## src/rtl/core/terrain_slope_aspect_3x3_unit_macros.svh

```systemverilog
// ----------------------------------------------------------------------------
// terrain slope/aspect assertion macros
// shared concurrent assertion forms, empty when SYNTH is defined
// ----------------------------------------------------------------------------
`ifndef TERRAIN_SLOPE_ASPECT_3X3_UNIT_MACROS_SVH
`define TERRAIN_SLOPE_ASPECT_3X3_UNIT_MACROS_SVH
`ifndef SYNTH
// pre implies post in the same cycle
`define TSA_ASSERT_IMP(label, clk, rst_n, pre, post, msg) \
    label: assert property (@(posedge clk) disable iff (!rst_n) (pre) |-> (post)) \
        else $error(msg);
// pre implies post after the delay given by dly
`define TSA_ASSERT_DLY(label, clk, rst_n, pre, dly, post, msg) \
    label: assert property (@(posedge clk) disable iff (!rst_n) (pre) |-> ##dly (post)) \
        else $error(msg);
`else
`define TSA_ASSERT_IMP(label, clk, rst_n, pre, post, msg)
`define TSA_ASSERT_DLY(label, clk, rst_n, pre, dly, post, msg)
`endif
`endif

```

## src/rtl/core/tsa_pkg.sv

```systemverilog
// ----------------------------------------------------------------------------
// tsa_pkg
// types, constants and the arctangent table of the slope/aspect unit
// ----------------------------------------------------------------------------
package tsa_pkg;

    localparam int ELEV_BITS  = 16;
    localparam int GRAD_W     = ELEV_BITS + 3;
    localparam int ABS_W      = ELEV_BITS + 2;
    localparam int FRAC_SHIFT = 29;
    localparam int QUOT_W     = ABS_W + FRAC_SHIFT;
    localparam int DIV_W      = 32;
    localparam int CFG_W      = 32;
    localparam int CFG_IDX_W  = 3;
    localparam int OUT_W      = 32;
    localparam int VEC_W      = 64;
    localparam int SH_W       = 7;
    localparam int ANG_W      = 34;
    localparam int PROD_W     = 61;
    localparam int DEG_W      = 24;

    localparam logic [CFG_IDX_W-1:0] CFG_CELL_WIDTH    = 3'd0;
    localparam logic [CFG_IDX_W-1:0] CFG_CELL_HEIGHT   = 3'd1;
    localparam logic [CFG_IDX_W-1:0] CFG_ELEV_NODATA   = 3'd2;
    localparam logic [CFG_IDX_W-1:0] CFG_SLOPE_NODATA  = 3'd3;
    localparam logic [CFG_IDX_W-1:0] CFG_ASPECT_NODATA = 3'd4;

    localparam logic [DIV_W-1:0]            CELL_RESET    = 32'd65536;
    localparam logic signed [ELEV_BITS-1:0] ELEV_ND_RESET = -16'sd32768;
    localparam logic signed [OUT_W-1:0]     OUT_ND_RESET  = 32'sh8000_0000;

    localparam logic [29:0]          DEG_PER_RAD_Q24 = 30'd961263669;
    localparam logic [VEC_W-1:0]     CORDIC_GAIN_Q30 = 64'd1768195363;
    localparam logic [30:0]          HALF_PI_Q30     = 31'd1686629713;
    localparam logic signed [7:0]    SLOPE_BIAS      = 8'sd14;
    localparam logic [5:0]           NORM_TOP        = 6'd60;
    localparam logic signed [OUT_W-1:0] Q16_90       = 32'sd5898240;
    localparam logic signed [OUT_W-1:0] Q16_180      = 32'sd11796480;
    localparam logic signed [OUT_W-1:0] Q16_270      = 32'sd17694720;
    localparam logic signed [OUT_W-1:0] Q16_360      = 32'sd23592960;
    localparam logic signed [OUT_W-1:0] FLAT_ASPECT  = -32'sd65536;

    typedef struct packed {
        logic signed [ELEV_BITS-1:0] center_elev;
        logic signed [ELEV_BITS-1:0] top_left_elev;
        logic signed [ELEV_BITS-1:0] top_mid_elev;
        logic signed [ELEV_BITS-1:0] top_right_elev;
        logic signed [ELEV_BITS-1:0] mid_left_elev;
        logic signed [ELEV_BITS-1:0] mid_right_elev;
        logic signed [ELEV_BITS-1:0] bottom_left_elev;
        logic signed [ELEV_BITS-1:0] bottom_mid_elev;
        logic signed [ELEV_BITS-1:0] bottom_right_elev;
    } t_req;

    typedef struct packed {
        logic signed [OUT_W-1:0] slope_deg;
        logic signed [OUT_W-1:0] aspect_deg;
        logic                    nodata_hit;
        logic                    flat_cell;
    } t_res;

    typedef struct packed {
        logic dx_neg;
        logic dx_pos;
        logic dy_neg;
        logic hit;
    } t_grad_tag;

    typedef struct packed {
        logic hit;
        logic flat;
        logic az_neg;
        logic az_pos;
        logic bz_neg;
    } t_ang_tag;

    typedef struct packed {
        t_ang_tag                ang;
        logic signed [SH_W-1:0]  sh;
    } t_c1_tag;

    typedef struct packed {
        logic                    hit;
        logic                    flat;
        logic signed [OUT_W-1:0] aspect;
    } t_fin_tag;

    // atan(2^-i) in Q30 radians
    function automatic logic [29:0] atan_q30(input logic [4:0] idx);
        logic [29:0] a;
        unique case (idx)
            5'd0:  a = 30'd843314857;
            5'd1:  a = 30'd497837829;
            5'd2:  a = 30'd263043837;
            5'd3:  a = 30'd133525159;
            5'd4:  a = 30'd67021687;
            5'd5:  a = 30'd33543516;
            5'd6:  a = 30'd16775851;
            5'd7:  a = 30'd8388437;
            5'd8:  a = 30'd4194283;
            5'd9:  a = 30'd2097149;
            5'd10: a = 30'd1048576;
            5'd11: a = 30'd524288;
            5'd12: a = 30'd262144;
            5'd13: a = 30'd131072;
            5'd14: a = 30'd65536;
            5'd15: a = 30'd32768;
            5'd16: a = 30'd16384;
            5'd17: a = 30'd8192;
            5'd18: a = 30'd4096;
            5'd19: a = 30'd2048;
            5'd20: a = 30'd1024;
            5'd21: a = 30'd512;
            5'd22: a = 30'd256;
            5'd23: a = 30'd128;
            5'd24: a = 30'd64;
            5'd25: a = 30'd32;
            5'd26: a = 30'd16;
            5'd27: a = 30'd8;
            5'd28: a = 30'd4;
            5'd29: a = 30'd2;
            5'd30: a = 30'd1;
            5'd31: a = 30'd0;
        endcase
        return a;
    endfunction

endpackage

```

## src/rtl/core/tsa_norm.sv

```systemverilog
// ----------------------------------------------------------------------------
// tsa_norm
// three-stage normalizer: leading-one search and common shift of a pair
// ----------------------------------------------------------------------------
module tsa_norm #(
    parameter int TAG_W = 5
) (
    input  logic                              i_clk,
    input  logic                              i_rst_n,
    input  logic                              i_valid,
    input  logic [tsa_pkg::VEC_W-1:0]         i_x,
    input  logic [tsa_pkg::VEC_W-1:0]         i_y,
    input  logic [TAG_W-1:0]                  i_tag,
    output logic                              o_valid,
    output logic [tsa_pkg::VEC_W-1:0]         o_x,
    output logic [tsa_pkg::VEC_W-1:0]         o_y,
    output logic signed [tsa_pkg::SH_W-1:0]   o_sh,
    output logic [TAG_W-1:0]                  o_tag
);
    import tsa_pkg::*;

    localparam int GRP = VEC_W / 8;

    // stage a: per-byte leading one
    logic               r_a_v;
    logic [VEC_W-1:0]   r_a_x, r_a_y;
    logic [GRP-1:0]     r_a_nz;
    logic [2:0]         r_a_pos [GRP];
    logic [TAG_W-1:0]   r_a_tag;
    logic [VEC_W-1:0]   n_m;
    logic [2:0]         n_pos [GRP];

    // stage b: shift amount
    logic                    r_b_v;
    logic [VEC_W-1:0]        r_b_x, r_b_y;
    logic signed [SH_W-1:0]  r_b_sh;
    logic [TAG_W-1:0]        r_b_tag;
    logic [5:0]              n_p;
    logic signed [SH_W-1:0]  n_sh;

    // stage c: shifted pair
    logic                    r_c_v;
    logic [VEC_W-1:0]        r_c_x, r_c_y;
    logic signed [SH_W-1:0]  r_c_sh;
    logic [TAG_W-1:0]        r_c_tag;
    logic [SH_W-1:0]         n_rsh;

    assign n_m = i_x | i_y;

    always_comb begin
        for (int g = 0; g < GRP; g++) begin
            n_pos[g] = 3'd0;
            for (int b = 0; b < 8; b++) begin
                if (n_m[8*g+b]) n_pos[g] = 3'(b);
            end
        end
    end

    always_comb begin
        n_p = 6'd0;
        for (int g = 0; g < GRP; g++) begin
            if (r_a_nz[g]) n_p = {3'(g), r_a_pos[g]};
        end
        if (r_a_nz == '0) begin
            n_sh = '0;
        end else begin
            n_sh = SH_W'($signed({1'b0, NORM_TOP}) - $signed({1'b0, n_p}));
        end
    end

    assign n_rsh = SH_W'(-r_b_sh);

    always_ff @(posedge i_clk) begin
        if (!i_rst_n) begin
            r_a_v <= 1'b0;
            r_b_v <= 1'b0;
            r_c_v <= 1'b0;
        end else begin
            r_a_v <= i_valid;
            r_b_v <= r_a_v;
            r_c_v <= r_b_v;
        end
    end

    always_ff @(posedge i_clk) begin
        r_a_x   <= i_x;
        r_a_y   <= i_y;
        r_a_tag <= i_tag;
        for (int g = 0; g < GRP; g++) begin
            r_a_nz[g]  <= |n_m[8*g +: 8];
            r_a_pos[g] <= n_pos[g];
        end

        r_b_x   <= r_a_x;
        r_b_y   <= r_a_y;
        r_b_sh  <= n_sh;
        r_b_tag <= r_a_tag;

        if (r_b_sh[SH_W-1]) begin
            r_c_x <= r_b_x >> n_rsh;
            r_c_y <= r_b_y >> n_rsh;
        end else begin
            r_c_x <= r_b_x << r_b_sh[SH_W-2:0];
            r_c_y <= r_b_y << r_b_sh[SH_W-2:0];
        end
        r_c_sh  <= r_b_sh;
        r_c_tag <= r_b_tag;
    end

    assign o_valid = r_c_v;
    assign o_x     = r_c_x;
    assign o_y     = r_c_y;
    assign o_sh    = r_c_sh;
    assign o_tag   = r_c_tag;

endmodule

```

## config.mk

```make
export PLATFORM = sky130hd
export DESIGN_NAME = tsa_norm
export DESIGN_NICKNAME = d
export VERILOG_FILES = /design/src/rtl/core/terrain_slope_aspect_3x3_unit_macros.svh /design/src/rtl/core/tsa_pkg.sv /design/src/rtl/core/tsa_norm.sv
export SDC_FILE = /design/constraint.sdc
export NUM_CORES = 1
export LEC_CHECK = 0
export BUFFER_PORTS_ARGS = -buffer_cell sky130_fd_sc_hd__buf_2
export CAP_MARGIN = 20
export CORE_ASPECT_RATIO = 1.25
export CORE_UTILIZATION = 44
export DETAILED_ROUTE_END_ITERATION = 16
export PLACE_DENSITY = 0.67
export SLEW_MARGIN = 20
export SYNTH_ARGS = -nofsm -noshare
export SYNTH_HDL_FRONTEND = slang
export SYNTH_SLANG_ARGS = --single-unit
export TNS_END_PERCENT = 10
```

## constraint.sdc

```tcl
create_clock -name i_clk -period 3.62 [get_ports i_clk]
set_clock_uncertainty 0.2 [all_clocks]
set_input_delay 0.724 -clock i_clk [delete_from_list [all_inputs] [get_ports i_clk]]
set_output_delay 0.724 -clock i_clk [all_outputs]
set_load 0.05 [all_outputs]
```

# [Word-level counts from Yosys, hierarchy flattened]
# Memory sizes are Yosys's and may differ from the RTL's.
# Index checks and enable logic that the tools add are counted.
[word_totals] register_bits=424 mem_bits_rw=24 inputBits=136 wordCells=98 n_memories=1
[classes] add_sub_neg=2 shift=4 mux=66 bitwise=1 n_reduce_logical=9
[mem_list] memory="r_a_pos" depth=8 width=3 rd=8 rd_ports_with_merged_regs=0 wr=8 line="tsa_norm.sv:28" text="logic [2:0] r_a_pos [GRP];"
[op_table] cell="3-bit 2-to-1 mux" count=46
[op_table] cell="64-bit 2-to-1 mux" count=2
[op_table] cell="64-bit by 6-bit left shift with 64-bit output" count=2
[op_table] cell="64-bit by 7-bit right shift with 64-bit output" count=2
[op_table] cell="64-bit OR" count=1
[op_table] cell="8-bit OR reduction" count=8
[op_table] cell="6-bit 2-to-1 mux" count=7
[op_table] cell="8-bit logical NOT" count=1
[op_table] cell="1-bit 2-to-1 mux" count=8
[op_table] cell="7-bit negator" count=1
[op_table] cell="6-bit by 6-bit subtractor with 7-bit output, first input constant" count=1
[op_table] cell="2-bit 2-to-1 mux" count=3

# [Logic depth before layout (Yosys ltp)]
# An unclocked memory read counts as a cell.
[depth] ltp_word=10 mapped_depth=17 ltp_nobuf=8

# [Worst setup path after synthesis]
# No wires, ideal clock.
[synth_timing] kind="register to register" startpoint="register r_b_sh[0]" endpoint="register r_c_y[7], in the netlist o_y[7]" t_arrival_ns=3.353 t_required_ns=3.282 setup_slack_ns=-0.070 stages_incl_launch_ff=16 path_buffers=9 cell_sequence="dfxtp_1 -> buf_6 -> inv_1 -> buf_4 -> buf_2 -> buf_2 -> buf_2 -> ha_1 -> buf_4 -> buf_4 -> buf_2 -> buf_2 -> mux4_2 -> mux4_2 -> a21oi_1 -> o221ai_1"
[synth_via] elab_chain_len=3 word_cells_on_any_way=4 cone_classes="add/sub (1); shift (2); mux (1)"
[synth_rtl] item="start: declaration" line="tsa_norm.sv:36" text="logic signed [SH_W-1:0] r_b_sh;"
[synth_rtl] item="start signal: assignment" line="tsa_norm.sv:96" text="r_b_sh <= n_sh;"
[synth_rtl] item="7-bit negator" line="tsa_norm.sv:71" text="assign n_rsh = SH_W'(-r_b_sh);"
[synth_rtl] item="64-bit by 7-bit right shift with 64-bit output" line="tsa_norm.sv:101" text="r_c_y <= r_b_y >> n_rsh;"
[synth_rtl] item="64-bit 2-to-1 mux (*)" line="tsa_norm.sv:99" text="if (r_b_sh[SH_W-1]) begin"
[synth_rtl] item="end signal: assignment" line="tsa_norm.sv:101"
[synth_rtl] item="end signal: assignment" line="tsa_norm.sv:104" text="r_c_y <= r_b_y << r_b_sh[SH_W-2:0];"
[synth_rtl] item="end: declaration" line="tsa_norm.sv:43" text="logic [VEC_W-1:0] r_c_x, r_c_y;"
# Every way passes the cells marked *; elsewhere a longest branch is shown, timed or not.
# A chain may end at the register's enable or synchronous reset.

# [Worst setup path in the final report]
[layout_timing] startpoint="register r_b_sh[3]" endpoint="register r_c_x[27], in the netlist o_x[27]"
[layout_via] elab_chain_len=3 word_cells_on_any_way=4 cone_classes="add/sub (1); shift (2); mux (1)"
[layout_rtl] item="7-bit negator" line="tsa_norm.sv:71"
[layout_rtl] item="64-bit by 7-bit right shift with 64-bit output" line="tsa_norm.sv:100" text="r_c_x <= r_b_x >> n_rsh;"
[layout_rtl] item="64-bit 2-to-1 mux (*)" line="tsa_norm.sv:99"
[layout_rtl] item="end signal: assignment" line="tsa_norm.sv:100"
[layout_rtl] item="end signal: assignment" line="tsa_norm.sv:103" text="r_c_x <= r_b_x << r_b_sh[SH_W-2:0];"
[layout_rtl] item="end: declaration" line="tsa_norm.sv:43"
# Marks and branches as above.

==> key figures <==
Power
  – Static Leak: approximately 14 nW
  – Worst VDD drop: 0.000542 V
  – Sw Share: 0.386
  – Clock power share: 0.292
  – Reg power frac: 0.365
  – Pwr dens: a little under 500 nW/um^2
  – P_int: roughly 10 mW
  – Switching pwr: 6.26 mW
  – Combinational power share: 0.343

Clock network
  – CTS hold repair buffers: 0
  – Clock root cell: clkbuf_16
  – H-tree depth: 2
  – CTS sink cnt: ~450
  – Clock latency at the later pin of the worst-skew pair: 0.63 ns
  – CTS clk-pin slew, worst paths: 0.07 ns
  – Cts bufs inserted: 42
  – Post-CTS sizing: 0
  – CTS tree: done
  – Clock Path Buffers: 3
  – Post-CTS setup buffers: 0

Detailed routing
  – Number of routed nets with antenna violations: 0
  – Drt wl/cell: 38.8 um
  – Drt drc: 0
  – Routed Wire Length: around 150000 um
  – DRT iter0 DRCs: ~4200
  – Via Count: between 20000 and 30000
  – DR pass1 iterations: 6
  – Via-to-Cell Ratio: 7.06

Worst setup path
  – Worst setup EP type: register
  – Worst Path Max Fanout: 34
  – Worst Setup SP: r_b_sh[3]$_SDFF_PN0_
  – CP Class: register to register
  – Crit-path cells: or2_2 -> o21ai_0 -> nand3_1 -> nor2_1 -> buf_4 -> buf_4 -> a221oi_1 -> o21ai_0
  – Worst stage delay on the critical path: 0.75 ns
  – Worst Setup Start Kind: register
  – CP required: approximately 3.8 ns
  – Reg2Reg Launch Point: r_b_sh[3]$_SDFF_PN0_
  – CP max-delay cell: dfxtp_4
  – WP data arrival: around 3.7 ns

STA
  – Worst-margin pin slew: ~1.1 ns
  – Fmax: about 280 MHz
  – Final hold vios: 0
  – Min Tclk post-route: approximately 3.5 ns
  – Setup TNS: 0 ns
  – Max-slew violation count: 0
  – RSZ-0062 raised after global routing: no
  – Crit share post-route: 0.971
  – Final WS setup: 0.104 ns
  – Setup violations, final: 0
  – Relative slew slack: 0.255

Die
  – Core area: between 60000 and 70000 sq um
  – Row cnt: ~100
  – Die area: 64500 sq um
  – Starting Density: 0.448
  – Die Height: roughly 280 um
  – I/O pin cnt: approximately 280
  – Die Wd: approximately 230 um

Global routing
  – Initial antenna violation count: 17
  – Gr usage total: 0.448
  – First-pass GRT wire length: around 200000 um
  – Vias in the first global route: approximately 25000
  – Pin count of the biggest net entering global routing: about 100
  – Gr ovfl total: 0

Final layout
  – Most frequent cells in the layout: 443 x dfxtp_1, 303 x mux4_2, 278 x nand2_1
  – Non-Filler Instances: 3773
  – Most common cell after layout, fill and taps aside: dfxtp_1
  – Final #Nets: between 3000 and 4000
  – P&R area growth vs syn: 16.7%
  – Design area: between 30000 and 40000 sq um
  – Share of cells above drive strength 1: 0.359

Synthesis
  – Mapped cell area: approximately 28000 sq um
  – Post-synth ARST share: 0
  – Mapped Cells: 2587
  – Yosys top cell by area: dfxtp_1
  – Library cells used by synthesis: 76
  – Top cells by area, synth: dfxtp_1 32%, mux4_2 24%, mux2i_1 8.7%
  – Most common flop cell mapped by yosys: dfxtp_1
  – Synth top area share: 0.321
  – YS warnings: 0
  – Post-synth EDFFs: 0
  – Syn Nets: around 2700
  – Register area share after synthesis: 0.321
  – #FFs+latches synth: about 450
  – Synth Area per Inst: 10.8 sq um

Placed design
  – Final GP Congestion: approximately 1.1
  – Number of port buffers: around 280
  – Post-DP HPWL: roughly 110000 um
  – Pre-CTS setup slack: just under 0.2 ns
  – DP Area: just over 30000 sq um
  – DP Cell Count: 3687

Flow run
  – Max-cap check violation count: 0

Run status
  – Status: complete, no violations

Hold path
  – Hold WC Path Type: primary input to register
  – Worst hold start: i_x[0]
==> sequential cells by signal, indices dropped and copies added (netlist names), 8 cells and up <==
register,count
o_y,64
r_a_nz,8
r_a_y,64
r_b_y,64
r_b_x,64
r_a_pos,24
o_x,64
r_a_x,64
==> worst paths after layout <==
kind	to	slack (ns)	cells after the start
min	r_a_x[0]$_DFF_P_	0.02	1
max reg2reg	o_x[27]$_DFF_P_	0.10	8
max	o_x[27]$_DFF_P_	0.10	8
min reg2reg	r_b_y[30]$_DFF_P_	0.10	0
==> Yosys cell counts (all sizes together) (24+ instances only) <==
cell / instances
buf: 167
o211ai: 45
o221ai: 40
dfxtp: 448
clkbuf: 69
a211oi: 34
nor3: 24
a22oi: 41
o21ai: 108
nor2: 178
mux4: 303
mux2i: 243
mux2: 140
nand2: 278
a21oi: 83
inv: 37
nand3: 55
==> final cells by class <==
type | count | area (sq um)
multi-input combinational | 1866 | 17600
timing repair buffer | 504 | 3420
fill | 5588 | 29800
antenna | 8 | 20.0
tap | 832 | 1040
clock inverter | 27 | 342
inverter | 37 | 140
clock buffer | 51 | 1120
sequential | 448 | 8980
==> power groups by stage <==
stage | Sequential, mW | Combinational (mW) | Clock [mW]
2_1_floorplan | 6.71 | 2.46 | 0
3_3_place_gp | 5.98 | 5.35 | 0
3_5_place_dp | 5.99 | 5.35 | 0
4_1_cts | 5.88 | 5.37 | 4.79
5_1_grt | 5.93 | 5.70 | 4.97
6_report | 5.93 | 5.57 | 4.74
==> worst max-delay path, delay by kind of cell (launching register included) <==
| kind | cells | cell delay, ns |
|---|---|---|
| buffers and inverters | 2 | 0.39 |
| and+or+nand+nor | 3 | 0.89 |
| DFF | 1 | 0.75 |
| AOI/OAI and AO/OA | 3 | 1.02 |
==> per-stage QoR <==
stage	util	power, mW	hold WS, ns
floorplan	-	9.17	0.110
CTS	0.522	16.0	0.00124
detailed placement	0.499	11.3	0.112
global route	0.523	16.6	0.00499
finish	0.523	16.2	0.0230
global placement	0.499	11.3	0.112
==> routing by layer <==
| metal | vias to the layer above | GRT usage | share of wire |
|---|---|---|---|
| met2 | 2222 | 0.652 | 0.43 |
| met3 | 514 | 0.165 | 0.13 |
| li1 | 10700 | - | - |
| met4 | 16 | 0.289 | 0.080 |
| met1 | 13200 | 0.554 | 0.36 |
| met5 | - | 0 | 0.00084 |
==> cell families (layout without fill, tap and decap cells) <==
| family | Yosys count | after routing | share of synthesized area |
|---|---|---|---|
| muxes | 686 | 686 | 0.388 |
| and+or+nand+nor | 642 | 642 | 0.101 |
| AOI/OAI and AO/OA | 529 | 529 | 0.133 |
| DFF | 448 | 448 | 0.321 |
| buffers and inverters | 273 | 619 | 0.0535 |
| xor gates and xnor gates | 7 | 7 | 0.00246 |
| adders and majority gates | 2 | 2 | 0.000895 |
| other | 0 | 8 | 0 |
No activity file was read; power rests on OpenSTA's default activity.
